[src/nnp_pkg.sv]
// Package for the numbered-notation note parser and pitch ratio block.
// Holds character codes, parameter defaults and the constant pitch tables.
// No dependencies; compiled first.
package nnp_pkg;

    // Default values of the top-level parameters.
    localparam int COUNT_WIDTH_DEF    = 7;
    localparam int MANT_FRAC_BITS_DEF = 15;

    // Character codes of the note text.
    localparam logic [7:0] CH_ZERO  = 8'h30;
    localparam logic [7:0] CH_ONE   = 8'h31;
    localparam logic [7:0] CH_SEVEN = 8'h37;
    localparam logic [7:0] CH_PLUS  = 8'h2B;
    localparam logic [7:0] CH_MINUS = 8'h2D;
    localparam logic [7:0] CH_SHARP = 8'h23;
    localparam logic [7:0] CH_FLAT  = 8'h62;

    // Semitone offset of a scale degree; degree zero (no digit) maps to zero.
    function automatic logic [3:0] deg_step(input logic [2:0] deg);
        logic [3:0] s;
        case (deg)
            3'd1:    s = 4'd0;
            3'd2:    s = 4'd2;
            3'd3:    s = 4'd4;
            3'd4:    s = 4'd5;
            3'd5:    s = 4'd7;
            3'd6:    s = 4'd9;
            3'd7:    s = 4'd11;
            default: s = 4'd0;
        endcase
        return s;
    endfunction

    // Canonical scale degree of a pitch class.
    function automatic logic [2:0] pc_degree(input logic [3:0] pc);
        logic [2:0] d;
        case (pc)
            4'd0, 4'd1:   d = 3'd1;
            4'd2, 4'd3:   d = 3'd2;
            4'd4:         d = 3'd3;
            4'd5, 4'd6:   d = 3'd4;
            4'd7, 4'd8:   d = 3'd5;
            4'd9, 4'd10:  d = 3'd6;
            4'd11:        d = 3'd7;
            default:      d = 3'd0;
        endcase
        return d;
    endfunction

    // Sharp flag of a pitch class.
    function automatic logic pc_sharp(input logic [3:0] pc);
        logic s;
        case (pc)
            4'd1, 4'd3, 4'd6, 4'd8, 4'd10: s = 1'b1;
            default:                       s = 1'b0;
        endcase
        return s;
    endfunction

    // 2^(pc/12) in Q1.30, rounded to nearest.
    function automatic logic [31:0] ratio_q30(input logic [3:0] pc);
        logic [31:0] r;
        case (pc)
            4'd0:    r = 32'd1073741824;
            4'd1:    r = 32'd1137589835;
            4'd2:    r = 32'd1205234447;
            4'd3:    r = 32'd1276901417;
            4'd4:    r = 32'd1352829926;
            4'd5:    r = 32'd1433273380;
            4'd6:    r = 32'd1518500250;
            4'd7:    r = 32'd1608794974;
            4'd8:    r = 32'd1704458901;
            4'd9:    r = 32'd1805811301;
            4'd10:   r = 32'd1913190429;
            4'd11:   r = 32'd2026954652;
            default: r = 32'd0;
        endcase
        return r;
    endfunction

    // Ratio mantissa rounded half up to frac_bits fraction bits, kept to 16 bits.
    function automatic logic [15:0] ratio_mantissa(input logic [3:0] pc, input int frac_bits);
        logic [31:0] t;
        int          sh;
        t  = ratio_q30(pc);
        sh = 30 - frac_bits;
        if (sh > 0) begin
            t = (t + (32'd1 << (sh - 1))) >> sh;
        end
        return t[15:0];
    endfunction

endpackage

[src/nnp_in_if.sv]
// Input channel of the note parser: one text character per transfer.
// Stands alone; compiled after nnp_pkg.
interface nnp_in_if;
    logic       valid;
    logic       ready;
    logic [7:0] text_char;
    logic       end_of_text;

    modport source (output valid, output text_char, output end_of_text, input ready);
    modport sink   (input valid, input text_char, input end_of_text, output ready);
endinterface

[src/nnp_out_if.sv]
// Result channel of the note parser: one canonical note and ratio per transfer.
// Stands alone; compiled after nnp_pkg.
interface nnp_out_if;
    logic              valid;
    logic              ready;
    logic [2:0]        base_digit;
    logic              sharp_flag;
    logic signed [7:0] octave;
    logic [3:0]        pitch_class;
    logic [15:0]       ratio_mantissa;

    modport source (output valid, output base_digit, output sharp_flag, output octave,
                    output pitch_class, output ratio_mantissa, input ready);
    modport sink   (input valid, input base_digit, input sharp_flag, input octave,
                    input pitch_class, input ratio_mantissa, output ready);
endinterface

[src/numbered_note_parse_and_pitch_ratio.sv]
// Numbered-notation note parser with equal-temperament pitch ratio output.
// Uses nnp_pkg and the channel interfaces nnp_in_if and nnp_out_if.
//
// The block takes one character of a note per transfer and can accept a new
// character every clock cycle unless a final character waits for the parse stage
// to hand on a finished note. A note passes three registers: the input register,
// the parse stage (where the saturating octave and accidental counters and the
// degree register are updated, one character per cycle while not stalled), and
// the output register, in front of which the semitone sum is floor-divided by 12
// with one reciprocal multiply and a single correction. A result can wait in the
// output register while later characters keep flowing into the earlier stages.
// A '0' or a note without a digit gives a result with all fields zero. After the
// final character the parse state returns to zero for the next note.
module numbered_note_parse_and_pitch_ratio #(
    parameter int COUNT_WIDTH        = nnp_pkg::COUNT_WIDTH_DEF,
    parameter int MANTISSA_FRAC_BITS = nnp_pkg::MANT_FRAC_BITS_DEF
) (
    input  logic       i_clk,
    input  logic       i_rst_n,
    nnp_in_if.sink     i_in,
    nnp_out_if.source  o_out
);
    import nnp_pkg::*;

    // Sum is the degree offset plus the accidental count plus a multiple of 12
    // that keeps it positive.
    localparam int SUM_W  = COUNT_WIDTH + 3;
    localparam int DIV_K  = SUM_W + 4;
    localparam int PROD_W = 2 * SUM_W + 1;
    localparam int OCT_W  = (COUNT_WIDTH > 8) ? COUNT_WIDTH : 8;
    localparam logic [SUM_W:0]       DIV_M   = (SUM_W + 1)'((64'd1 << DIV_K) / 64'd12);
    localparam logic [SUM_W-1:0]     SUM_OFF = SUM_W'(64'd12 << (COUNT_WIDTH - 1));
    localparam logic [OCT_W-1:0]     Q_BIAS  = OCT_W'(64'd1 << (COUNT_WIDTH - 1));
    localparam logic signed [COUNT_WIDTH-1:0] CNT_MAX = {1'b0, {(COUNT_WIDTH-1){1'b1}}};
    localparam logic signed [COUNT_WIDTH-1:0] CNT_MIN = {1'b1, {(COUNT_WIDTH-1){1'b0}}};

    // Input register.
    logic       r_in_valid;
    logic [7:0] r_char;
    logic       r_last;

    // Parse state.
    logic [2:0]                    r_deg, n_deg;
    logic signed [COUNT_WIDTH-1:0] r_acc, n_acc;
    logic signed [COUNT_WIDTH-1:0] r_oct, n_oct;
    logic                          r_rest_seen, n_rest_seen;

    // Parse stage result of a finished note.
    logic                          r_s_valid;
    logic                          r_s_rest;
    logic [SUM_W-1:0]              r_s_sum;
    logic signed [COUNT_WIDTH-1:0] r_s_oct;

    // Output register.
    logic              r_o_valid;
    logic [2:0]        r_o_base;
    logic              r_o_sharp;
    logic signed [7:0] r_o_oct;
    logic [3:0]        r_o_pc;
    logic [15:0]       r_o_mant;

    logic o_adv, s2_move, s2_free, s1_move;
    logic [SUM_W-1:0] p_sum;

    logic [PROD_W-1:0]      prod;
    logic [COUNT_WIDTH-1:0] q0, q;
    logic [SUM_W-1:0]       r0;
    logic                   over;
    logic [3:0]             pc;
    logic [OCT_W-1:0]       oct_full;

    // Stage flow: each stage moves when the one after it can take its item.
    assign o_adv      = !r_o_valid || o_out.ready;
    assign s2_move    = r_s_valid && o_adv;
    assign s2_free    = !r_s_valid || o_adv;
    assign s1_move    = r_in_valid && (!r_last || s2_free);
    assign i_in.ready = !r_in_valid || s1_move;

    // Input register: capture each transfer.
    always_ff @(posedge i_clk) begin
        if (!i_rst_n) begin
            r_in_valid <= 1'b0;
        end else if (i_in.valid && i_in.ready) begin
            r_in_valid <= 1'b1;
        end else if (s1_move) begin
            r_in_valid <= 1'b0;
        end
        if (i_in.valid && i_in.ready) begin
            r_char <= i_in.text_char;
            r_last <= i_in.end_of_text;
        end
    end

    // Apply one character to the parse state with saturating counters.
    always_comb begin
        n_deg       = r_deg;
        n_acc       = r_acc;
        n_oct       = r_oct;
        n_rest_seen = r_rest_seen;
        if (!r_rest_seen) begin
            if (r_char == CH_ZERO) begin
                n_deg       = 3'd0;
                n_acc       = '0;
                n_oct       = '0;
                n_rest_seen = 1'b1;
            end else if (r_char inside {[CH_ONE:CH_SEVEN]}) begin
                n_deg = r_char[2:0];
            end else if (r_char == CH_PLUS) begin
                if (r_oct != CNT_MAX) n_oct = r_oct + 1'b1;
            end else if (r_char == CH_MINUS) begin
                if (r_oct != CNT_MIN) n_oct = r_oct - 1'b1;
            end else if (r_char == CH_SHARP) begin
                if (r_acc != CNT_MAX) n_acc = r_acc + 1'b1;
            end else if (r_char == CH_FLAT) begin
                if (r_acc != CNT_MIN) n_acc = r_acc - 1'b1;
            end
        end
        p_sum = SUM_OFF + SUM_W'(deg_step(n_deg)) + SUM_W'(n_acc);
    end

    // Parse state update; the final character clears it for the next note.
    always_ff @(posedge i_clk) begin
        if (!i_rst_n) begin
            r_deg       <= 3'd0;
            r_acc       <= '0;
            r_oct       <= '0;
            r_rest_seen <= 1'b0;
        end else if (s1_move) begin
            if (r_last) begin
                r_deg       <= 3'd0;
                r_acc       <= '0;
                r_oct       <= '0;
                r_rest_seen <= 1'b0;
            end else begin
                r_deg       <= n_deg;
                r_acc       <= n_acc;
                r_oct       <= n_oct;
                r_rest_seen <= n_rest_seen;
            end
        end
    end

    // Parse stage register holds one finished note.
    always_ff @(posedge i_clk) begin
        if (!i_rst_n) begin
            r_s_valid <= 1'b0;
        end else if (s1_move && r_last) begin
            r_s_valid <= 1'b1;
        end else if (s2_move) begin
            r_s_valid <= 1'b0;
        end
        if (s1_move && r_last) begin
            r_s_rest <= n_rest_seen || (n_deg == 3'd0);
            r_s_sum  <= p_sum;
            r_s_oct  <= n_oct;
        end
    end

    // Divide the biased sum by 12: reciprocal multiply, then one correction step.
    always_comb begin
        prod     = PROD_W'(r_s_sum) * PROD_W'(DIV_M);
        q0       = prod[PROD_W-1:DIV_K];
        r0       = r_s_sum - (SUM_W'(q0) << 3) - (SUM_W'(q0) << 2);
        over     = (r0[4:0] >= 5'd12);
        pc       = over ? 4'(r0[4:0] - 5'd12) : r0[3:0];
        q        = q0 + COUNT_WIDTH'(over);
        oct_full = OCT_W'(q) - Q_BIAS + OCT_W'(r_s_oct);
    end

    // Output register.
    always_ff @(posedge i_clk) begin
        if (!i_rst_n) begin
            r_o_valid <= 1'b0;
        end else if (s2_move) begin
            r_o_valid <= 1'b1;
        end else if (o_out.ready) begin
            r_o_valid <= 1'b0;
        end
        if (s2_move) begin
            if (r_s_rest) begin
                r_o_base  <= 3'd0;
                r_o_sharp <= 1'b0;
                r_o_oct   <= 8'sd0;
                r_o_pc    <= 4'd0;
                r_o_mant  <= 16'd0;
            end else begin
                r_o_base  <= pc_degree(pc);
                r_o_sharp <= pc_sharp(pc);
                r_o_oct   <= oct_full[7:0];
                r_o_pc    <= pc;
                r_o_mant  <= ratio_mantissa(pc, MANTISSA_FRAC_BITS);
            end
        end
    end

    assign o_out.valid          = r_o_valid;
    assign o_out.base_digit     = r_o_base;
    assign o_out.sharp_flag     = r_o_sharp;
    assign o_out.octave         = r_o_oct;
    assign o_out.pitch_class    = r_o_pc;
    assign o_out.ratio_mantissa = r_o_mant;

    // The pitch class from the divider never reaches 12.
    a_pc_range: assert property (@(posedge i_clk) disable iff (!i_rst_n)
        r_o_valid |-> (r_o_pc < 4'd12))
        else $error("pitch class out of range");

    // A rest result carries no ratio.
    a_rest_zero: assert property (@(posedge i_clk) disable iff (!i_rst_n)
        (r_o_valid && r_o_base == 3'd0) |-> (r_o_mant == 16'd0 && r_o_pc == 4'd0))
        else $error("rest result with nonzero fields");

    // The final character of a note leaves the parse state cleared.
    a_state_clear: assert property (@(posedge i_clk) disable iff (!i_rst_n)
        (s1_move && r_last) |=> (r_deg == 3'd0 && r_acc == '0 && r_oct == '0
                                 && !r_rest_seen))
        else $error("parse state not cleared after final character");

    // A new result is only loaded from a finished note in the parse stage.
    a_out_source: assert property (@(posedge i_clk) disable iff (!i_rst_n)
        $rose(r_o_valid) |-> $past(r_s_valid))
        else $error("result appeared without a finished note");

endmodule
[src/flat_wrapper.sv]
// flat-port wrapper written by rule: the top's interface ports become plain ports
module numbered_note_parse_and_pitch_ratio_flat import nnp_pkg::*;
#(
    parameter int COUNT_WIDTH        = nnp_pkg::COUNT_WIDTH_DEF,
    parameter int MANTISSA_FRAC_BITS = nnp_pkg::MANT_FRAC_BITS_DEF
)
  (i_clk, i_rst_n, i_in_valid, i_in_text_char, i_in_end_of_text, i_in_ready, o_out_valid, o_out_base_digit, o_out_sharp_flag, o_out_octave, o_out_pitch_class, o_out_ratio_mantissa, o_out_ready);
  nnp_in_if i_in_i ();
  nnp_out_if o_out_i ();
  input  logic i_clk;
  input  logic i_rst_n;
  input wire logic [$bits(i_in_i.valid)-1:0] i_in_valid;
  input wire logic [$bits(i_in_i.text_char)-1:0] i_in_text_char;
  input wire logic [$bits(i_in_i.end_of_text)-1:0] i_in_end_of_text;
  output wire logic [$bits(i_in_i.ready)-1:0] i_in_ready;
  output wire logic [$bits(o_out_i.valid)-1:0] o_out_valid;
  output wire logic [$bits(o_out_i.base_digit)-1:0] o_out_base_digit;
  output wire logic [$bits(o_out_i.sharp_flag)-1:0] o_out_sharp_flag;
  output wire logic [$bits(o_out_i.octave)-1:0] o_out_octave;
  output wire logic [$bits(o_out_i.pitch_class)-1:0] o_out_pitch_class;
  output wire logic [$bits(o_out_i.ratio_mantissa)-1:0] o_out_ratio_mantissa;
  input wire logic [$bits(o_out_i.ready)-1:0] o_out_ready;
  assign i_in_i.valid = i_in_valid;
  assign i_in_i.text_char = i_in_text_char;
  assign i_in_i.end_of_text = i_in_end_of_text;
  assign i_in_ready = i_in_i.ready;
  assign o_out_valid = o_out_i.valid;
  assign o_out_base_digit = o_out_i.base_digit;
  assign o_out_sharp_flag = o_out_i.sharp_flag;
  assign o_out_octave = o_out_i.octave;
  assign o_out_pitch_class = o_out_i.pitch_class;
  assign o_out_ratio_mantissa = o_out_i.ratio_mantissa;
  assign o_out_i.ready = o_out_ready;
  numbered_note_parse_and_pitch_ratio #(.COUNT_WIDTH(COUNT_WIDTH), .MANTISSA_FRAC_BITS(MANTISSA_FRAC_BITS)) u_core (.i_clk(i_clk), .i_rst_n(i_rst_n), .i_in(i_in_i), .o_out(o_out_i));
endmodule
[config.mk]
export PLATFORM = sky130hd
export DESIGN_NAME = numbered_note_parse_and_pitch_ratio_flat
export DESIGN_NICKNAME = d
export VERILOG_FILES = /design/src/nnp_pkg.sv /design/src/nnp_in_if.sv /design/src/nnp_out_if.sv /design/src/numbered_note_parse_and_pitch_ratio.sv /design/src/flat_wrapper.sv
export SDC_FILE = /design/constraint.sdc
export NUM_CORES = 1
export LEC_CHECK = 0
export BUFFER_PORTS_ARGS = -buffer_cell sky130_fd_sc_hd__buf_2
export CELL_PAD_IN_SITES_DETAIL_PLACEMENT = 0
export CELL_PAD_IN_SITES_GLOBAL_PLACEMENT = 2
export CORE_MARGIN = 2
export CORE_UTILIZATION = 35
export CTS_BUF_LIST = sky130_fd_sc_hd__clkbuf_16
export DETAILED_ROUTE_END_ITERATION = 16
export PLACE_DENSITY = 0.78
export SLEW_MARGIN = 20
export SYNTH_ARGS = -nofsm -noshare
export SYNTH_HDL_FRONTEND = slang
export SYNTH_SLANG_ARGS = --single-unit
[constraint.sdc]
create_clock -name i_clk -period 10 [get_ports i_clk]
set_clock_uncertainty 0.1 [all_clocks]
set_input_delay 2 -clock i_clk [delete_from_list [all_inputs] [get_ports i_clk]]
set_output_delay 2 -clock i_clk [all_outputs]
set_load 0.02 [all_outputs]
After elaboration in Yosys (flattened, before gate mapping)
Memory sizes are Yosys's and may differ from the RTL's. A register that Yosys moved wholly into a read port is not among the register bits.
Cells that the tools add are included.
Operators by class
  $add $sub $neg: 13
  $mul: 1
  div/mod/pow operators: 0
  order comparisons: 3
  equality and inequality tests: 20
  shift operators: 0
  muxes and demuxes: 36
  bitwise operators: 0
  reductions and logical operators: 19
Operators by type and width (count)
  2-to-1 mux 7 bit: 18
  2-to-1 mux 31 bit: 2
  == test 8 x 6 -> 1 bit, second input constant: 4
  adder 31 x 15 -> 31 bit, second input constant: 1
  inequality test 7 bit, second input constant: 4
  case mux 4 bit (6 select lines): 1
  multiplier 10 x 11 -> 21 bit, second input constant: 1
  adder 7 x 1 -> 7 bit, second input constant: 2
  subtractor 7 x 1 -> 7 bit, second input constant: 2
  == test 3 bit, second input constant: 4
  2-to-1 mux 3 bit: 4
  adder 10 bit: 1
  adder 9 x 5 -> 10 bit, first input constant: 1
  2-to-1 mux 1 bit: 10
  subtractor 5 bit: 2
  adder 8 bit: 1
  == test 4 bit, second input constant: 2
  == test 8 x 7 -> 1 bit, second input constant: 1
  greater-or-equal comparator 8 x 6 -> 1 bit, second input constant: 1
  <= comparator 8 x 6 -> 1 bit, second input constant: 1
  subtractor 7 x 7 -> 8 bit, second input constant: 1
  adder 7 x 1 -> 7 bit: 1
  == test 3 x 2 -> 1 bit, second input constant: 2
  nonzero test 2 bit: 3
  11 further kinds: 22
Storage, ports and cells
  flip-flop bits (word level): 77
  latch bits: 0
  bits in writable memories: 0
  bits in read-only memories: 544
  output and inout bits: 34
  word-level logic and storage cells: 110
  memories: 2
Memories
  (name not given): words 16, bits a word 31, rd ports 1, clocked after memory_dff 0, write ports 0, RTL line nnp_pkg.sv:64  | case (pc)
  (name not given): words 16, bits a word 3, rd ports 1, clocked after memory_dff 1, write ports 0, RTL line nnp_pkg.sv:38  | case (pc)

Logic depth before layout (Yosys ltp)
  depth after elaboration: 10
  depth in mapped cells: 41
  gate-level depth less buffers: 39

Worst setup path after synthesis
Ideal clock, no wire load.
  kind: reg2reg
  start: reg u_core.r_s_sum[4]
  end: reg u_core.r_o_oct[7] (netlist: u_core.o_out.octave[7]), data pin
  setup time: 266 ps
  data arrival time: 8784 ps
  required time: 9634 ps
  slack: 851 ps
  stages on the path, launching flop included: 39
  path buffers: 3
  clock period less this slack: 9149 ps
  cell sequence: edfxtp_1 ha_1 inv_1 fa_1 xor2_1 xnor2_1 fa_1 fa_1 ha_1 nand4_1 nor2_1 a21boi_2 or3_2 xor2_1 ha_1 clkbuf_1 inv_1 clkbuf_1 [... 3 more ...] nor3_1 nand3_2 nand2_2 buf_6 inv_2 ha_1 ha_1 nand2_1 nor4_2 maj3_2 a22oi_1 o211ai_1 xnor2_1 ha_1 ha_1 a21oi_1 xnor2_1 nor2_1
On the way
  cells in the longest elaborated chain, start to end: 7
RTL lines
  from (decl): RTL line numbered_note_parse_and_pitch_ratio.sv:51  | logic [SUM_W-1:0] r_s_sum;
  from (signal assigned): RTL line numbered_note_parse_and_pitch_ratio.sv:154  | r_s_sum <= p_sum;
  multiplier 10 x 11 -> 21 bit: RTL line numbered_note_parse_and_pitch_ratio.sv:161  | prod = PROD_W'(r_s_sum) * PROD_W'(DIV_M);
  subtractor 5 bit (2 in series): RTL line numbered_note_parse_and_pitch_ratio.sv:163  | r0 = r_s_sum - (SUM_W'(q0) << 3) - (SUM_W'(q0) << 2);
  greater-or-equal comparator 5 x 4 -> 1 bit: RTL line numbered_note_parse_and_pitch_ratio.sv:164  | over = (r0[4:0] >= 5'd12);
  adder 7 x 1 -> 7 bit (*): RTL line numbered_note_parse_and_pitch_ratio.sv:166  | q = q0 + COUNT_WIDTH'(over);
  subtractor 7 x 7 -> 8 bit (*): RTL line numbered_note_parse_and_pitch_ratio.sv:167  | oct_full = OCT_W'(q) - Q_BIAS + OCT_W'(r_s_oct);
  adder 8 bit (*): RTL line numbered_note_parse_and_pitch_ratio.sv:167
  to (signal assigned): RTL line numbered_note_parse_and_pitch_ratio.sv:189  | r_o_oct <= oct_full[7:0];
  to (decl): RTL line numbered_note_parse_and_pitch_ratio.sv:58  | logic signed [7:0] r_o_oct;
Mark *: on every way between the ends. The rest lies on a longest branch, timed or not.
A chain may end at the register's enable or synchronous reset.

Worst setup path after layout
Ends and elaborated chain as after synthesis.

==> metrics.csv <==
metric;value;unit
run_status;complete, no violations;
core;19300;µm²
maxSlewHeadroom;24.8;%
critPathBufInv;3;
syn2layout_area_growth;11.3;%
fmax;0.107;GHz
critical_path_arrival;9.29;ns
min_from;u_core.r_s_valid$_SDFFE_PN0P_;
period_share;93.0;%
end_kind;flip-flop;
layout_common_cells;79 x ha_1, 60 x inv_1, 58 x edfxtp_1;
grt_pass1_wl;27100;µm
setup_viol;0;
synth-edff-count;58;
ys_seq_area_share;31.5;%
netlist_instances;710;
die_w;144;µm
insertion_delay;0.34;ns
whs_path_depth;2;
timing.rr.start;u_core.r_s_sum[4]$_DFFE_PP_;
ant_nets;0;
cts.sinks;79;
tns;0;ns
drive_gt1_share;14.5;%
grt_max_degree;33;
nets;865;
initial_core_util;35.5;%
final_core_util;39.6;%
vias;5416;
cts_made_buffers;9;
via_per_inst;5.32;
critPathKind;flip-flop to flip-flop;
drt_iter0_markers;318;
ys_ff_latch;79;
clk_pin_slew;0.06;ns
die_y;144;µm
grt_setup_unrepaired;no;
synth_cell_type_count;88;
ys_async_sr_fraction;0;%
r2r_cells;38;
place_area;7360;µm²
cts_root_buf;clkbuf_16;
fin_ws;0.697;ns
gp_congestion;0.890;
max_cap_viol_count;0;
cts_tree;built;
cts_resized;0;
rrSetupSlack;0.70;ns
cpMostUsedCell;ha_1;
r2r_end;u_core.o_out.octave[7]$_SDFFCE_PP0P_;
design_area;7650;µm²
h-tree-depth;3;
antenna_found_initial;0;
rows;51;
cts_hold_buf;0;
dieArea;20800;µm²
track_usage;16.3;%
critical_path.slowest_cell;fa_1;
grt-ovfl-total;0;
drc;0;
firstDrtPassIters;5;
fillCellCount;1944;
antenna_cells;0;
synth_nets;826;
maxSlewViolCount;0;
place_hpwl;12300;µm
synthFlopType;edfxtp_1;
avgSynthCellArea;9.68;µm²
worstPathRequired;9.99;ns
hp-class;flip-flop to flip-flop;
worstMarginPinSlew;1.12;ns
hold_violations;0;
synthesis.area;6870;µm²
routedWlPerCell;15.6;µm
slowest_delay;0.53;ns
synth_warnings;0;
layout_commonest_cell;ha_1;
cts_buffer_depth;2;
cp_top_family;adder cells;
pin_count;47;
pre_cts_ws;0.244;ns
routed_wl;15900;µm
grt_pass1_vias;5465;
io_buffers;46;
worstHoldEndpoint;u_core.r_s_valid$_SDFFE_PN0P_;
crit_fanout;11;
cts_setup_buffers;0;
cp-start-kind;flip-flop;
timing.final.crit_period;9.30;ns
## cells in the mapped netlist (all sizes together) (3+ instances only)
cell	count	area, µm²
o311ai	4	60.1
nor2b	25	156
a21o	8	60.1
clkbuf	21	98.9
a21oi	38	209
nand2b	10	62.6
nor2	50	188
xnor2	19	193
or2	4	25.0
and3	9	66.3
nand4	7	43.8
nand3	16	90.1
inv	60	225
fa	23	460
dfxtp	21	420
o21ai	45	244
o211ai	5	42.5
or3	4	26.3
o22ai	13	81.3
nor4	11	103
a22oi	14	105
and2	6	37.5
a31oi	9	56.3
ha	80	1000
o311a	3	41.3
edfxtp	58	1740
nor3	16	96.4
a21boi	4	33.8
o21a	6	45.0
o41ai	4	42.6
xor2	15	131
or4	5	37.5
nand2	48	185
mux2i	10	100
o31ai	3	22.5
## through the flow
stage | hold slack, ns | instances
2_1_floorplan | 0.376 | 710
3_3_place_gp | 0.400 | 1003
3_5_place_dp | 0.413 | 1003
4_1_cts | 0.422 | 1019
5_1_grt | 0.443 | 1019
6_report | 0.416 | 1019
## sequential cells by signal, indices dropped and copies added (netlist names), 3 cells and up
| register | count |
|---|---|
| u_core.r_oct | 7 |
| u_core.o_out.octave | 8 |
| u_core.r_s_sum | 9 |
| u_core.r_acc | 7 |
| u_core.r_char | 8 |
| u_core.r_s_oct | 7 |
| u_core.o_out.base_digit | 3 |
| u_core.o_out.ratio_mantissa | 16 |
| u_core.o_out.pitch_class | 4 |
| u_core.r_deg | 3 |
## worst min-delay path, cell delays in order (launching register included)
cell and delay (ns):
dfxtp_1 0.34, nand2_1 0.06, a21boi_0 0.07
## cells by family after synthesis
logic type / synth area share (%)
mux: 1.78
fa+ha+maj: 21.4
buf+inv: 4.94
simple gates: 17.7
flops: 31.5
compound gates: 17.9
xor+xnor: 4.72
## metal layers
| metal | part of all wire [%] | wire [µm] | global-route usage (%) |
|---|---|---|---|
| met5 | 0 | 0 | 0 |
| met4 | 1.4 | 219 | 3.77 |
| met3 | 4.1 | 654 | 3.11 |
| met2 | 51 | 8180 | 29.6 |
| met1 | 43 | 6830 | 19.9 |
## area by class of cell
| type | count | area (µm²) | share of cell area [%] |
|---|---|---|---|
| timing repair buffer | 51 | 268 | 3.50 |
| sequential | 79 | 2160 | 28.3 |
| tap | 265 | 332 | 4.34 |
| multi-input combinational | 548 | 4400 | 57.5 |
| clock buffer | 9 | 225 | 2.95 |
| clock inverter | 7 | 38.8 | 0.507 |
| inverter | 60 | 225 | 2.95 |
## worst max path at each step
stage                     slack (ns)                                    to                   startpoint  cells after the start
after detailed placement        0.24  u_core.o_out.octave[7]$_SDFFCE_PP0P_  u_core.r_s_sum[4]$_DFFE_PP_                     37
final                           0.70  u_core.o_out.octave[7]$_SDFFCE_PP0P_  u_core.r_s_sum[4]$_DFFE_PP_                     38
after global routing            0.09  u_core.o_out.octave[7]$_SDFFCE_PP0P_  u_core.r_s_sum[4]$_DFFE_PP_                     38
after floorplan                 0.85  u_core.o_out.octave[7]$_SDFFCE_PP0P_  u_core.r_s_sum[4]$_DFFE_PP_                     38
after CTS                       0.21  u_core.o_out.octave[7]$_SDFFCE_PP0P_  u_core.r_s_sum[4]$_DFFE_PP_                     37
after global placement          0.65  u_core.o_out.octave[7]$_SDFFCE_PP0P_  u_core.r_s_sum[4]$_DFFE_PP_                     37
Power is left out: the tool's default activity adds up to more than one toggle a clock period on the data nets, which glitch-free logic cannot reach.
